==> config.mk <==
export PLATFORM = sky130hd
export DESIGN_NAME = srz_map
export DESIGN_NICKNAME = d
export VERILOG_FILES = /design/src/srz_pkg.sv /design/src/srz_map.sv
export SDC_FILE = /design/constraint.sdc
export NUM_CORES = 2
export LEC_CHECK = 0
export BUFFER_PORTS_ARGS = -buffer_cell sky130_fd_sc_hd__buf_2
export CORE_ASPECT_RATIO = 1.75
export CORE_UTILIZATION = 46
export DETAILED_ROUTE_END_ITERATION = 10
export GPL_TIMING_DRIVEN = 1
export PLACE_DENSITY = 0.62
export SLEW_MARGIN = 10
export SYNTH_ARGS = -nofsm -noshare
export SYNTH_HDL_FRONTEND = slang
export SYNTH_SLANG_ARGS = --single-unit
export TNS_END_PERCENT = 20
==> constraint.sdc <==
create_clock -name clk -period 6.39 [get_ports clk]
set_input_delay 0 -clock clk [delete_from_list [all_inputs] [get_ports clk]]
set_output_delay 0 -clock clk [all_outputs]
set_load 0.01 [all_outputs]
==> src/srz_pkg.sv <==
// Shared constants, register codes and pipeline types for the sprite rotate and zoom block.
package srz_pkg;

    localparam int MAX_DIM   = 64;
    localparam int FRAC_BITS = 16;

    localparam int POS_W      = 6;
    localparam int SIZE_W     = 7;
    localparam int ZOOM_W     = 20;
    localparam int CFG_IDX_W  = 2;
    localparam int CFG_DATA_W = ZOOM_W;

    localparam int DIM_BITS = $clog2(MAX_DIM);
    localparam int ADDR_W   = 2 * DIM_BITS;
    localparam int HALF_W   = SIZE_W - 1;
    localparam int XT_W     = ((POS_W > HALF_W) ? POS_W : HALF_W) + 1;
    localparam int PROD_W   = ZOOM_W + XT_W;
    localparam int SUM_W    = PROD_W + 1;
    localparam int FLR_W    = SUM_W - FRAC_BITS;
    localparam int SRC_W    = ((FLR_W > SIZE_W) ? FLR_W : SIZE_W) + 1;

    localparam int WIDTH_RESET  = 64;
    localparam int HEIGHT_RESET = 64;
    localparam int COS_RESET    = 65536;
    localparam int SIN_RESET    = 0;

    localparam logic KIND_WRITE = 1'b0;
    localparam logic KIND_READ  = 1'b1;

    typedef enum logic [CFG_IDX_W-1:0] {
        CFG_WIDTH  = 2'd0,
        CFG_HEIGHT = 2'd1,
        CFG_COS    = 2'd2,
        CFG_SIN    = 2'd3
    } cfg_reg_e;

    typedef struct packed {
        logic             kind;
        logic [POS_W-1:0] pos_x;
        logic [POS_W-1:0] pos_y;
        logic             pixel_in;
    } item_t;

    typedef struct packed {
        logic  valid;
        item_t item;
    } tag_t;

    typedef struct packed {
        logic [SIZE_W-1:0]        width;
        logic [SIZE_W-1:0]        height;
        logic [HALF_W-1:0]        half_w;
        logic [HALF_W-1:0]        half_h;
        logic signed [ZOOM_W-1:0] cos_zoom;
        logic signed [ZOOM_W-1:0] sin_zoom;
    } geom_cfg_t;

    typedef struct packed {
        logic              valid;
        logic              rd;
        logic              wr_en;
        logic              pixel_in;
        logic              in_bounds;
        logic [ADDR_W-1:0] addr;
    } mem_op_t;

endpackage

==> src/srz_map.sv <==
// Coordinate mapping pipeline: centering, rotation products, floor and bounds check.
module srz_map
    import srz_pkg::*;
(
    input  logic      clk,
    input  logic      rst_n,
    input  logic      en,
    input  tag_t      tag_in,
    input  geom_cfg_t geom,
    output mem_op_t   op
);

    logic  valid_a_reg, valid_b_reg, valid_c_reg, valid_d_reg;
    item_t item_a_reg, item_b_reg, item_c_reg;

    logic signed [XT_W-1:0]   xt, yt;
    logic signed [PROD_W-1:0] p_cx_next, p_sy_next, p_sx_next, p_cy_next;
    logic signed [PROD_W-1:0] p_cx_reg, p_sy_reg, p_sx_reg, p_cy_reg;
    logic signed [SUM_W-1:0]  sum_x, sum_y;
    logic signed [FLR_W-1:0]  flr_x_next, flr_y_next, flr_x_reg, flr_y_reg;
    logic signed [SRC_W-1:0]  xs, ys;
    mem_op_t                  op_next, op_reg;

    always_ff @(posedge clk or negedge rst_n)
    begin
        if (!rst_n)
        begin
            valid_a_reg <= 1'b0;
            valid_b_reg <= 1'b0;
            valid_c_reg <= 1'b0;
            valid_d_reg <= 1'b0;
        end
        else if (en)
        begin
            valid_a_reg <= tag_in.valid;
            valid_b_reg <= valid_a_reg;
            valid_c_reg <= valid_b_reg;
            valid_d_reg <= valid_c_reg;
        end
    end

    // Center the destination position on the sprite.
    assign xt = $signed(XT_W'(item_a_reg.pos_x)) - $signed(XT_W'(geom.half_w));
    assign yt = $signed(XT_W'(item_a_reg.pos_y)) - $signed(XT_W'(geom.half_h));

    assign p_cx_next = geom.cos_zoom * xt;
    assign p_sy_next = geom.sin_zoom * yt;
    assign p_sx_next = geom.sin_zoom * xt;
    assign p_cy_next = geom.cos_zoom * yt;

    // Dropping the fraction bits of a two's complement value floors toward minus infinity.
    assign sum_x      = SUM_W'(p_cx_reg) - SUM_W'(p_sy_reg);
    assign sum_y      = SUM_W'(p_sx_reg) + SUM_W'(p_cy_reg);
    assign flr_x_next = sum_x[SUM_W-1:FRAC_BITS];
    assign flr_y_next = sum_y[SUM_W-1:FRAC_BITS];

    assign xs = SRC_W'(flr_x_reg) + $signed(SRC_W'(geom.half_w));
    assign ys = SRC_W'(flr_y_reg) + $signed(SRC_W'(geom.half_h));

    always_comb
    begin
        op_next           = '0;
        op_next.valid     = valid_c_reg;
        op_next.rd        = (item_c_reg.kind == KIND_READ);
        op_next.wr_en     = (item_c_reg.kind == KIND_WRITE)
                            && (int'(item_c_reg.pos_x) < MAX_DIM)
                            && (int'(item_c_reg.pos_y) < MAX_DIM);
        op_next.pixel_in  = item_c_reg.pixel_in;
        op_next.in_bounds = !xs[SRC_W-1] && (xs < $signed(SRC_W'(geom.width)))
                            && !ys[SRC_W-1] && (ys < $signed(SRC_W'(geom.height)));
        if (op_next.rd)
        begin
            op_next.addr = {ys[DIM_BITS-1:0], xs[DIM_BITS-1:0]};
        end
        else
        begin
            op_next.addr = {DIM_BITS'(item_c_reg.pos_y), DIM_BITS'(item_c_reg.pos_x)};
        end
    end

    always_ff @(posedge clk)
    begin
        if (en)
        begin
            item_a_reg <= tag_in.item;
            item_b_reg <= item_a_reg;
            item_c_reg <= item_b_reg;
            p_cx_reg   <= p_cx_next;
            p_sy_reg   <= p_sy_next;
            p_sx_reg   <= p_sx_next;
            p_cy_reg   <= p_cy_next;
            flr_x_reg  <= flr_x_next;
            flr_y_reg  <= flr_y_next;
            op_reg     <= op_next;
        end
    end

    always_comb
    begin
        op       = op_reg;
        op.valid = valid_d_reg;
    end

endmodule

Yosys cells after proc, flatten, opt, wreduce, memory -nomap -nowiden

Index checks and enable logic that the tools add are counted.

Register bits after elaboration: 194
Input port bits: 84
Output and inout port bits: 17
Word-level logic and storage cells: 46

$add $sub $neg: 6
Multiply operators: 4
$lt $le $gt $ge: 2
Muxes and demuxes: 1
Bitwise logic cells: 1
Reduce and logical (&&, ||, !) cells: 5

Operators by type and width:

| operator                     | number |
|---|---|
| multiplier 20 x 7 -> 27 bit  | 4 |
| adder 27 x 27 -> 28 bit      | 1 |
| subtractor 27 x 27 -> 28 bit | 1 |
| adder 12 x 7 -> 13 bit       | 2 |
| < comparator 13 x 8 -> 1 bit | 2 |
| subtractor 6 x 6 -> 7 bit    | 2 |
| 2-to-1 mux 12 bit            | 1 |
| logical AND 1 bit            | 3 |
| zero test 1 bit              | 2 |
| inverter 1 bit               | 1 |

Longest topological paths before layout

Depth in word-level cells: 5
Mapped depth: 28
Mapped depth without buffers: 27

Least setup slack after synthesis

Ideal clock, no wire load.

Kind: flip-flop to flip-flop
Start point: reg item_a_reg[1] (netlist name)
End point: reg p_sy_reg[25], data pin
Setup time: 0.266 ns
Arrival: 5.906 ns
Data required time: 6.124 ns
Setup slack: 0.218 ns
Stages on the path, launching flop included: 28
Buffers on the path: 1
Clock period less this slack: 6.172 ns
Cell sequence: edfxtp_1 -> inv_1 -> ha_1 -> fa_1 -> inv_1 -> a21o_1 -> a21oi_1 -> o21bai_1 -> a21o_1 -> clkbuf_1 -> or2_2 -> fa_1 -> fa_1 -> inv_1 -> fa_1 -> inv_1 -> fa_1 -> inv_1 -> ha_1 -> nand2_1 -> o211ai_2 -> a2111oi_4 -> o311ai_2 -> a2111oi_4 -> o31ai_2 -> o21ai_0 -> o221ai_1 -> xor2_1

Word-level cells in the longest chain between the ends: 2

Ends and longest elaborated chain:

| item                        | RTL line      | source |
|---|---|---|
| start: declaration          | srz_map.sv:14 | `item_t item_a_reg, item_b_reg, item_c_reg;` |
| start signal: assignment    | srz_map.sv:85 | `item_a_reg <= tag_in.item;` |
| subtractor 6 x 6 -> 7 bit   | srz_map.sv:44 | `assign yt = $signed(XT_W'(item_a_reg.pos_y)) - $signed(XT_W'(geom.half_h));` |
| multiplier 20 x 7 -> 27 bit | srz_map.sv:47 | `assign p_sy_next = geom.sin_zoom * yt;` |
| named net p_sy_next[25]     | srz_map.sv:17 | `logic signed [PROD_W-1:0] p_cx_next, p_sy_next, p_sx_next, p_cy_next;` |
| end signal: assignment      | srz_map.sv:89 | `p_sy_reg <= p_sy_next;` |
| end: declaration            | srz_map.sv:18 | `logic signed [PROD_W-1:0] p_cx_reg, p_sy_reg, p_sx_reg, p_cy_reg;` |

The timed path passes the listed nets, and every way through them passes these cells.
A chain may end at the register's enable or synchronous reset.

Worst setup path after layout

Start point: reg item_a_reg[1] (netlist name)
End point: reg p_cy_reg[21], data pin

Word-level cells in the longest chain between the ends: 2

Ends and longest elaborated chain:

| item                        | RTL line      | source |
|---|---|---|
| subtractor 6 x 6 -> 7 bit   | srz_map.sv:44 |  |
| multiplier 20 x 7 -> 27 bit | srz_map.sv:49 | `assign p_cy_next = geom.cos_zoom * yt;` |
| named net p_cy_next[21]     | srz_map.sv:17 |  |
| end signal: assignment      | srz_map.sv:91 | `p_cy_reg <= p_cy_next;` |
| end: declaration            | srz_map.sv:18 |  |

The timed path passes the listed nets, and every way through them passes these cells.

==> impl_metrics.yaml <==
synth:
  yosysSeqAreaShare_pct: 20.0
  synthXorXnorAreaFrac_pct: 4.53
  synthArstFlopShare_pct: 2.06
  ys.flop_type: "edfxtp_1"
  netlist_instances: 2987
  synth_top_family_by_area: "adder cells"
  synth.distinct_cells: 67
  synth.avg_cell_area_sq_um: 9.71
  syn_area_sq_mm: 0.0290
  synth_seq_cells: 194
  synth_compound_area_share_pct: 8.02
  synth_adder_area_share_pct: 42.1
  ys_warn_count: 0
  synth-edff-count: 190
  synth_mux_area_share_pct: 0.651
  syn_nets: 3795
  synth-simple-area-share_pct: 14.4
clocking:
  path_clk_slew_ns: 0.08
  worstSkewPairLatency_ns: 0.48
  htree_levels: 4
  cts_tree: "yes"
  clk_path_buf_depth: 2
  numCtsBuffers: 17
  clock_sinks: 194
  cts_root_buf: "clkbuf_16"
layout:
  final_nets: 3975
  drive_gt1_share_pct: 12.5
  syn2layout_area_growth_pct: 12.9
  final_util_pct: 52.6
  layout_common_cells: "inv_1, fa_1, ha_1, and2_1, edfxtp_1"
  final_common_cell: "inv_1"
  fin_cells: 3980
placement:
  dp_cells: 3915
  post-dp-hpwl_mm: 55.8
  gp_congestion: 0.875
  io_buffers: 100
timing:
  period_minus_slack_ns: 6.23
  hold_viol: 0
  fmax_mhz: 161
  final_max_slew_viol_count: 0
  rsz0062_at_grt: "yes"
  setup_viol: 0
  tightestPinTransition_ns: 1.13
  max_slew_margin_pct: 24.0
  fin_crit_sh_pct: 97.5
  fin_skew_ns: 0.0145
route:
  viasPerCell: 5.22
  wl_per_cell_um: 17.6
  drtPass1Iterations: 5
  postRouteAntennaNets: 0
  drc_errors: 0
  drt_iter0_drc: 889
  vias: 20800
  wl_mm: 70.1
setup_path:
  setup.worst_path.end_class: "flop"
  worstPathMaxFanout: 15
  reg2reg_depth: 27
  r2r_slack_ns: 0.16
  reg2reg_to: "p_cy_reg[21]"
  r2r-start: "item_a_reg[1]"
  worst_setup_path_start_kind: "flop"
  worstPathArrival_ns: 6.46
  crit_type: "flop to flop"
  required_ns: 6.62
global_routing:
  first_global_vias: 22600
  grtUsageMet1_pct: 24.9
  grtUsageTotal_pct: 22.9
  antenna_found_initial: 5
  met3_usage_pct: 2.28
  grt_max_degree: 125
  top_usage_layer: "met2"
  overflow: 0
  grt_pass1_wl_mm: 113
  gr-usage-met2_pct: 42.2
die:
  die-area_sq_mm: 0.0641
  io_pins: 101
  rows: 121
  core-area_sq_mm: 0.0622
  die_w_um: 192
  die_h_um: 334
  start_util_pct: 46.6
run:
  drv_cap: 0
outcome:
  status: "completed"
worst_hold_path:
  min_path_cells: 3
  holdPathEnd: "op[6]"
  hold_start: "geom[40]"
  hp-class: "input port to flop"
-- through the flow --
stage	hold WS, ns	worst slack, ns	setup TNS (ns)	instance area (sq um)
detailed placement	-0.193	-0.240	-1.19	31300
finish	0.0558	0.162	0	32800
global placement	-0.200	-0.0943	-0.259	31300
CTS	0.0316	-0.0270	-0.0396	32100
floorplan	-0.296	0.218	0	29000
global route	0.0597	-0.162	-1.25	32700
-- layout make-up --
class / instances / area [sq um]
clock inverters: 15 / 165
repair buffers: 261 / 1960
inverters: 697 / 2620
fillers: 5632 / 29500
clock buffers: 17 / 425
flip-flops and latches: 194 / 5810
multi-input cells: 1996 / 20800
diodes: 1 / 2.50
well taps: 799 / 1000
-- cells in the mapped netlist (all sizes together) (16+ instances only) --
| cell type | instances | share of area, % |
|---|---|---|
| inv | 697 | 9.0 |
| fa | 420 | 29 |
| ha | 304 | 13 |
| and2 | 293 | 6.3 |
| edfxtp | 190 | 20 |
| nor2b | 124 | 2.7 |
| a21oi | 118 | 2.1 |
| nor2 | 118 | 1.5 |
| xnor2 | 106 | 3.2 |
| nand2 | 101 | 1.3 |
| clkbuf | 95 | 1.2 |
| a21o | 61 | 1.6 |
| o21ai | 51 | 0.88 |
| xor2 | 44 | 1.3 |
| nand2b | 31 | 0.67 |
| o21bai | 23 | 0.60 |
| nor3 | 21 | 0.36 |
| or2 | 19 | 0.41 |
| nand3 | 17 | 0.29 |
| o21a | 16 | 0.41 |
-- cells by family after synthesis --
family | count (synthesis)
muxes | 17
xor gates and xnor gates | 150
DFF | 194
AOI/OAI and AO/OA | 347
adders and majority gates | 724
buffers and inverters | 797
and+or+nand+nor | 758
-- layer usage --
metal  share of wire (%)  vias up
met5               0.068        -
met4                 6.0        8
met3                 3.2      146
met2                  54      422
met1                  37    10500
li1                    -     9640
-- timing repair --
| action | 4_1_cts | 5_1_grt |
|---|---|---|
| pin swaps | 3 | 39 |
| cloned | 0 | 2 |
| endpoints found under the setup margin | 14 | 34 |
| hold buffers | 17 | 0 |
| endpoints found under the hold margin | 19 | 0 |
| gates resized for setup | 10 | 102 |
| setup buffers | 0 | 13 |
-- how the worst max path moves through the flow --
stage	from	endpoint	slack, ns
floorplan	item_a_reg[1]	p_sy_reg[25]	0.22
global placement	item_a_reg[7]	p_cx_reg[26]	-0.09
detailed placement	item_a_reg[7]	p_cx_reg[26]	-0.24
CTS	item_a_reg[7]	p_cx_reg[25]	-0.03
global route	item_a_reg[7]	p_cx_reg[24]	-0.16
finish	item_a_reg[1]	p_cy_reg[21]	0.16
-- critical path: stages (launching register included) --
cell and delay, ns:
edfxtp_1 0.36, inv_1 0.05, ha_2 0.18, fa_2 0.35, inv_1 0.06, a21o_1 0.12
a21oi_2 0.06, buf_4 0.16, xnor2_4 0.18, buf_4 0.16, buf_12 0.14, and2_1 0.18
fa_1 0.53, inv_1 0.05, fa_1 0.51, fa_1 0.44, fa_1 0.54, inv_1 0.06
ha_1 0.30, buf_4 0.17, and3_1 0.18, a221o_1 0.31, a21oi_2 0.18, o31ai_4 0.12
buf_4 0.16, a21o_1 0.17, a21oi_1 0.18, xnor2_1 0.08
Power is left out: the tool's default activity adds up to more than one toggle a clock period on the data nets, which glitch-free logic cannot reach.
